$ cat config.mk
export PLATFORM = sky130hd
export DESIGN_NAME = status_frame_resync_parser_flat
export DESIGN_NICKNAME = d
export VERILOG_FILES = /design/src/design/sfrp_pkg.sv /design/src/design/sfrp_req_if.sv /design/src/design/sfrp_rsp_if.sv /design/src/design/sfrp_window.sv /design/src/design/status_frame_resync_parser.sv /design/src/flat_wrapper.sv
export SDC_FILE = /design/constraint.sdc
export NUM_CORES = 1
export LEC_CHECK = 0
export BUFFER_PORTS_ARGS = -buffer_cell sky130_fd_sc_hd__buf_2
export CAP_MARGIN = 5
export CORE_ASPECT_RATIO = 0.5
export CORE_MARGIN = 4
export CORE_UTILIZATION = 60
export CTS_CLUSTER_SIZE = 14
export DETAILED_ROUTE_END_ITERATION = 7
export MAX_ROUTING_LAYER = met4
export PLACE_DENSITY_LB_ADDON = 0.3
export SKIP_CTS_REPAIR_TIMING = 1
export SYNTH_ARGS = -nofsm -noshare
export SYNTH_HDL_FRONTEND = slang
export SYNTH_SLANG_ARGS = --single-unit
$ cat constraint.sdc
create_clock -name clock -period 5.6 [get_ports clock]
set_input_delay 0.56 -clock clock [delete_from_list [all_inputs] [get_ports clock]]
set_output_delay 0.56 -clock clock [all_outputs]
set_load 0.005 [all_outputs]
$ cat src/design/sfrp_pkg.sv
package sfrp_pkg;

   localparam int unsigned BYTE_W    = 8;
   localparam int unsigned WIN_LEN   = 5;
   localparam int unsigned HIST_LEN  = WIN_LEN - 1;
   localparam int unsigned FILL_W    = 3;
   localparam int unsigned CSR_IDX_W = 2;

   // Register indexes on the csr port
   localparam logic [CSR_IDX_W-1:0] CSR_HEADER  = 2'd0;
   localparam logic [CSR_IDX_W-1:0] CSR_COMMAND = 2'd1;
   localparam logic [CSR_IDX_W-1:0] CSR_LENGTH  = 2'd2;

   // Register reset values
   localparam logic [BYTE_W-1:0] HEADER_RST  = 8'hAA;
   localparam logic [BYTE_W-1:0] COMMAND_RST = 8'h01;
   localparam logic [BYTE_W-1:0] LENGTH_RST  = 8'h01;

   typedef struct packed {
      logic [BYTE_W-1:0] header_byte;
      logic [BYTE_W-1:0] expected_command;
      logic [BYTE_W-1:0] expected_length;
   } sfrp_cfg_type;

   typedef struct packed {
      logic              hit;
      logic [BYTE_W-1:0] play_state;
   } sfrp_result_type;

endpackage

$ cat src/design/sfrp_req_if.sv
interface sfrp_req_if;
   import sfrp_pkg::*;

   logic              valid;
   logic              ready;
   logic [BYTE_W-1:0] rx_byte;

   modport source (output valid, output rx_byte, input ready);
   modport sink (input valid, input rx_byte, output ready);
endinterface

$ cat src/design/sfrp_rsp_if.sv
interface sfrp_rsp_if;
   import sfrp_pkg::*;

   logic              valid;
   logic              ready;
   logic [BYTE_W-1:0] play_state;

   modport source (output valid, output play_state, input ready);
   modport sink (input valid, input play_state, output ready);
endinterface

$ cat src/design/sfrp_window.sv
module sfrp_window (
   input  logic                    clock,
   input  logic                    reset,
   input  logic                    accept,
   input  logic [7:0]              rx_byte,
   input  sfrp_pkg::sfrp_cfg_type  cfg,
   output sfrp_pkg::sfrp_result_type result
);
   import sfrp_pkg::*;

   logic [BYTE_W-1:0] hist_ff [HIST_LEN];
   logic [FILL_W-1:0] fill_ff;
   logic [FILL_W-1:0] fill_in;
   logic              full;
   logic [BYTE_W-1:0] sum;
   logic              frame_ok;

   // Four bytes held plus the arriving one make a full frame
   assign full = (fill_ff == FILL_W'(HIST_LEN));
   assign sum  = hist_ff[0] + hist_ff[1] + hist_ff[2] + hist_ff[3];

   assign frame_ok = (hist_ff[0] == cfg.header_byte) &&
                     (sum == rx_byte) &&
                     (hist_ff[1] == cfg.expected_command) &&
                     (hist_ff[2] == cfg.expected_length);

   assign result.hit        = accept && full && frame_ok;
   assign result.play_state = hist_ff[3];

   // Advance the fill count: count up, empty on a frame, hold when sliding
   always_comb begin
      fill_in = fill_ff;
      if (accept) begin
         if (!full) begin
            fill_in = fill_ff + FILL_W'(1);
         end else if (frame_ok) begin
            fill_in = '0;
         end
      end
   end

   always_ff @(posedge clock) begin
      if (reset) begin
         fill_ff <= '0;
      end else begin
         fill_ff <= fill_in;
      end
   end

   // Store the byte at the fill position, slide the window by one byte, or hold on a frame
   always_ff @(posedge clock) begin
      if (accept) begin
         if (!full) begin
            hist_ff[fill_ff[1:0]] <= rx_byte;
         end else if (!frame_ok) begin
            for (int i = 0; i < HIST_LEN - 1; i++) begin
               hist_ff[i] <= hist_ff[i+1];
            end
            hist_ff[HIST_LEN-1] <= rx_byte;
         end
      end
   end

endmodule

$ cat src/design/status_frame_resync_parser.sv
// Output path: a frame's play_state word is registered at the edge that accepts its last
//   byte: into the output register, or into the skid stage if its word is not being taken.
// Throughput: one byte per cycle while req ready is high; the window check is combinational.
//   req ready drops only while both the output register and the skid stage hold words.
// Reset clears the fill count, both output stages and the registers to their
//   defaults; the window bytes are not cleared.
module status_frame_resync_parser (
   input  logic                          clock,
   input  logic                          reset,
   sfrp_req_if.sink                      req_if,
   sfrp_rsp_if.source                    rsp_if,
   input  logic                          csr_we,
   input  logic [sfrp_pkg::CSR_IDX_W-1:0] csr_index,
   input  logic [7:0]                    csr_wdata
);
   import sfrp_pkg::*;

   sfrp_cfg_type      cfg_ff;
   sfrp_result_type   win_res;
   logic              accept;
   logic              pop;
   logic              out_valid_ff;
   logic [BYTE_W-1:0] out_data_ff;
   logic              skid_valid_ff;
   logic [BYTE_W-1:0] skid_data_ff;

   // Configuration registers
   always_ff @(posedge clock) begin
      if (reset) begin
         cfg_ff.header_byte      <= HEADER_RST;
         cfg_ff.expected_command <= COMMAND_RST;
         cfg_ff.expected_length  <= LENGTH_RST;
      end else if (csr_we) begin
         unique case (csr_index)
            CSR_HEADER:  cfg_ff.header_byte      <= csr_wdata;
            CSR_COMMAND: cfg_ff.expected_command <= csr_wdata;
            CSR_LENGTH:  cfg_ff.expected_length  <= csr_wdata;
            default:     cfg_ff <= cfg_ff;
         endcase
      end
   end

   assign req_if.ready = !skid_valid_ff;
   assign accept       = req_if.valid && req_if.ready;
   assign pop          = out_valid_ff && rsp_if.ready;

   sfrp_window u_window (
      .clock   (clock),
      .reset   (reset),
      .accept  (accept),
      .rx_byte (req_if.rx_byte),
      .cfg     (cfg_ff),
      .result  (win_res)
   );

   // Output register with skid stage behind it
   always_ff @(posedge clock) begin
      if (reset) begin
         out_valid_ff  <= 1'b0;
         skid_valid_ff <= 1'b0;
      end else if (skid_valid_ff) begin
         if (pop) begin
            out_valid_ff  <= 1'b1;
            skid_valid_ff <= 1'b0;
         end
      end else if (!out_valid_ff || pop) begin
         out_valid_ff <= win_res.hit;
      end else if (win_res.hit) begin
         skid_valid_ff <= 1'b1;
      end
   end

   always_ff @(posedge clock) begin
      if (skid_valid_ff) begin
         if (pop) begin
            out_data_ff <= skid_data_ff;
         end
      end else if (!out_valid_ff || pop) begin
         if (win_res.hit) begin
            out_data_ff <= win_res.play_state;
         end
      end else if (win_res.hit) begin
         skid_data_ff <= win_res.play_state;
      end
   end

   assign rsp_if.valid      = out_valid_ff;
   assign rsp_if.play_state = out_data_ff;

   // Skid stage is only ever filled behind a full output register
   a_skid_behind_out: assert property (@(posedge clock) disable iff (reset)
      skid_valid_ff |-> out_valid_ff)
      else $error("skid stage holds a word while output register is empty");

   // A word taken with the skid full is replaced by the skid word
   a_skid_moves_up: assert property (@(posedge clock) disable iff (reset)
      (pop && skid_valid_ff) |=> (out_valid_ff && out_data_ff == $past(skid_data_ff)))
      else $error("skid word not moved into output register");

   // Reset empties both output stages
   a_reset_empty: assert property (@(posedge clock)
      reset |=> (!out_valid_ff && !skid_valid_ff))
      else $error("output stages not empty after reset");

endmodule
$ cat src/flat_wrapper.sv
// flat-port wrapper written by rule: the top's interface ports become plain ports
module status_frame_resync_parser_flat import sfrp_pkg::*;
  (clock, reset, csr_we, csr_index, csr_wdata, req_if_valid, req_if_rx_byte, req_if_ready, rsp_if_valid, rsp_if_play_state, rsp_if_ready);
  sfrp_req_if req_if_i ();
  sfrp_rsp_if rsp_if_i ();
  input  logic clock;
  input  logic reset;
  input  logic csr_we;
  input  logic [sfrp_pkg::CSR_IDX_W-1:0] csr_index;
  input  logic [7:0] csr_wdata;
  input wire logic [$bits(req_if_i.valid)-1:0] req_if_valid;
  input wire logic [$bits(req_if_i.rx_byte)-1:0] req_if_rx_byte;
  output wire logic [$bits(req_if_i.ready)-1:0] req_if_ready;
  output wire logic [$bits(rsp_if_i.valid)-1:0] rsp_if_valid;
  output wire logic [$bits(rsp_if_i.play_state)-1:0] rsp_if_play_state;
  input wire logic [$bits(rsp_if_i.ready)-1:0] rsp_if_ready;
  assign req_if_i.valid = req_if_valid;
  assign req_if_i.rx_byte = req_if_rx_byte;
  assign req_if_ready = req_if_i.ready;
  assign rsp_if_valid = rsp_if_i.valid;
  assign rsp_if_play_state = rsp_if_i.play_state;
  assign rsp_if_i.ready = rsp_if_ready;
  status_frame_resync_parser u_core (.clock(clock), .reset(reset), .req_if(req_if_i), .rsp_if(rsp_if_i), .csr_we(csr_we), .csr_index(csr_index), .csr_wdata(csr_wdata));
endmodule
==> results.md <==
- Status: completed
- Yosys warning total: 0
- Global route total overflow: 0
- Setup Skew: 8.18 ps
- Clk pwr share: 40.9%
- Worst-path fanout max: 8
- DRC viols: 0
- Pin count of the biggest net entering global routing: 30
- Synth Instances: 307
- Filler Cell Count: 410
- Crit-path cells: fa_1 > inv_1 > fa_1 > inv_1 > ha_1 > fa_1 > xnor2_1 > nand4_1 > nor4_1 > o2111ai_2 > nor4_2 > a2bb2oi_1
- TritonCTS clock tree: built
- Pleak: 1.91 nW
- RSZ-0062 raised after global routing: no
- Initial antenna violation count: 0
- CORE AREA: 6310 um2
- CP max-delay cell: a2bb2oi_1
- Initial DRC Count: 243
- Syn_area_per_cell: 13.2 um2
- P&R area growth vs syn: 13.9%
- Switching share of power: 25.1%
- Clock H-tree levels: 3
- Final setup vio count: 0
- Routed WL per cell: 21.3 um
- Top_reg_cell synth: edfxtp_1
- Synth area leaders: edfxtp_1 (36%), dfxtp_1 (14%), mux2_4 (7.4%)
- Post-synth cell types: 43
- CP Capture Type: flop
- F_max: 205 MHz
- R2R depth: 12
- Cell Area, Synth: 4050 um2
- Power share of the combinational group: 16.2%
- Slew HR: 23.7%
- Post-layout min period: 4880 ps
- Synth Net Count: 353
- Non-filler cells, final: 435
- Final period utilization: 87.1%
- DRT Pass-1 Iters: 5
- Worst Hold Launch: csr_wdata[7]
- CP Launch Type: flop
- Site Rows: 20
- Die Y: 66.1 um
- Sequential area share after synthesis: 50.0%
- Final TNS setup: 0 ps
- Antenna-violating nets left: 0
- Multi-input gate area: 1920 um2
- CTS Buf Count: 9
- Reg-to-reg critical path startpoint: u_core.u_window.hist_ff[3][1]
- Cell mode on critical path: fa_1
- CP max stage delay: 670 ps
- CTS Buffer Depth: 2
- Hold crit path type: in -> reg
- WHS Endpoint: u_core.cfg_ff[23]
- VDD IR max: 0.180 mV
- Final Hold Violating Endpoints: 0
- RR Endpoint: u_core.rsp_if.play_state[4]
- Gp weighted congestion: 0.962
- Worst-skew pair later-pin latency: 340 ps
- # port buffers: 32
- Global Route Usage Sum: 25.4%
- Total power: 0.00151 W
- FF+latch count, synth: 77
- P_sw: 0.000380 W
- Max Cap Violations: 0
- FF+latch area: 2020 um2
- Pins Over Slew Limit: 0
- First-pass GRT wire length: 14.5 mm
- Initial core utilization: 64.2%
- Hold Slack: 475 ps
- Layout cells sized above 1: 24.8%
- Nets: 388
- Vias in the first global route: 2,717
- Setup slack, reg-to-reg: 720 ps
- Clk root buf: clkbuf_16
- P per Cell Area: 328 nW/um2
- Diodes inserted: 0
- Actual slew at the worst max-slew pin: 1140 ps
- Part of the power in registers: 42.9%
- WP data required: 5560 ps
- DRT Wirelength: 9.28 mm
- WP data arrival: 4840 ps
- EDFF count, synth: 48
- DP Wirelength: 6.42 mm
- Die Width: 124 um
- Clock slew at reported path FFs: 60 ps
- P_int: 0.00113 W
- Util after Layout: 73.1%
- FFs w/ async S/R, synth: 0%
- DIE AREA: 8200 um2
- I/O pins: 33
- Critical Setup Path Class: reg -> reg
- Via density: 5.97
- Area share of the largest cell type after synthesis: 35.6%
- Area leader, netlist: edfxtp_1
- Clk sink count: 77
- Cells after DPL: 419
- DR vias: 2,598
- Hold Path Depth: 2
kinds of logic (layout without fill, tap and decap cells):
group                      Yosys count  in the layout  share of synthesized area (%)
DFF                                 77             77                           50.0
and+or+nand+nor                     60             60                           7.64
muxes                               49             49                           14.9
xor gates and xnor gates            37             37                           8.69
AOI/OAI and AO/OA                   36             36                           6.37
buffers and inverters               25             65                           2.69
adders and majority gates           23             23                           9.71
power groups by stage:
stage,Sequential (W),Clock (W),Combinational (W)
floorplan,0.000651,0,0.000177
global placement,0.000657,0,0.000218
detailed placement,0.000660,0,0.000231
CTS,0.000648,0.000620,0.000242
global route,0.000651,0.000647,0.000264
finish,0.000649,0.000620,0.000245
critical path, delay by kind of cell, from the launching register on:
| family | cells | cell delay (ps) |
|---|---|---|
| AND/OR/NAND/NOR | 3 | 960 |
| AO/OA/AOI/OAI | 2 | 970 |
| XOR/XNOR | 1 | 120 |
| buffers and inverters | 2 | 120 |
| adder cells (fa/ha/maj) | 4 | 1840 |
| flip-flops | 1 | 500 |
synth_stat cells (9+ instances only):
library cell,n
edfxtp_1,48
dfxtp_1,29
nor2_1,23
mux2_4,20
xnor2_1,19
mux2i_1,18
inv_1,16
xor2_1,16
a21oi_1,14
fa_1,14
mux2_2,11
ha_1,9
layout by cell type, fill, tap and decap left out, types with 16 or more instances in the layout:
cell type / n
xor2_1: 16
xnor2_1: 19
buf_2: 32
edfxtp_1: 48
mux2_4: 20
inv_1: 16
mux2i_1: 18
dfxtp_1: 29
nor2_1: 23
layer usage:
metal  vias up  part of all wire [%]  global-route usage (%)
met1      1269                    44                    32.9
met3        25                   8.0                    5.81
met5         -                     0                       -
li1       1181                     -                       -
met2       123                    45                    39.4
met4         0                   2.7                    9.69
cell type report:
cell class | instances | area share, %
Sequential cell | 77 | 43.9
Timing Repair Buffer | 33 | 3.64
Multi-Input combinational cell | 205 | 41.7
Tap cell | 88 | 2.39
Clock buffer | 15 | 7.06
Inverter | 16 | 1.30
Clock inverter | 1 | 0.109
metrics by stage:
step / worst slack, ps / cell area, um2
3_3_place_gp: 1080 / 4280
5_1_grt: 530 / 4610
3_5_place_dp: 808 / 4280
4_1_cts: 735 / 4610
6_report: 720 / 4610
2_1_floorplan: 1270 / 4050
flip-flops by register name, summed over array words and instances (netlist names):
name and count:
u_core.cfg_ff 24, u_core.rsp_if.play_state 8, u_core.rsp_if.valid 1, u_core.skid_data_ff 8, u_core.skid_valid_ff 1, u_core.u_window.fill_ff 3, u_core.u_window.hist_ff 32
how the worst max path moves through the flow:
stage / slack (ps) / endpoint / start / cells past startpoint
detailed placement: 810 / u_core.rsp_if.play_state[4] / u_core.u_window.hist_ff[3][1] / 12
global placement: 1080 / u_core.rsp_if.play_state[3] / u_core.u_window.hist_ff[3][1] / 12
CTS: 740 / u_core.rsp_if.play_state[4] / u_core.u_window.hist_ff[3][1] / 12
finish: 720 / u_core.rsp_if.play_state[4] / u_core.u_window.hist_ff[3][1] / 12
floorplan: 1270 / u_core.rsp_if.play_state[0] / u_core.u_window.hist_ff[3][1] / 12
global route: 530 / u_core.rsp_if.play_state[4] / u_core.u_window.hist_ff[3][1] / 12
(Power assumes the default switching activity.)
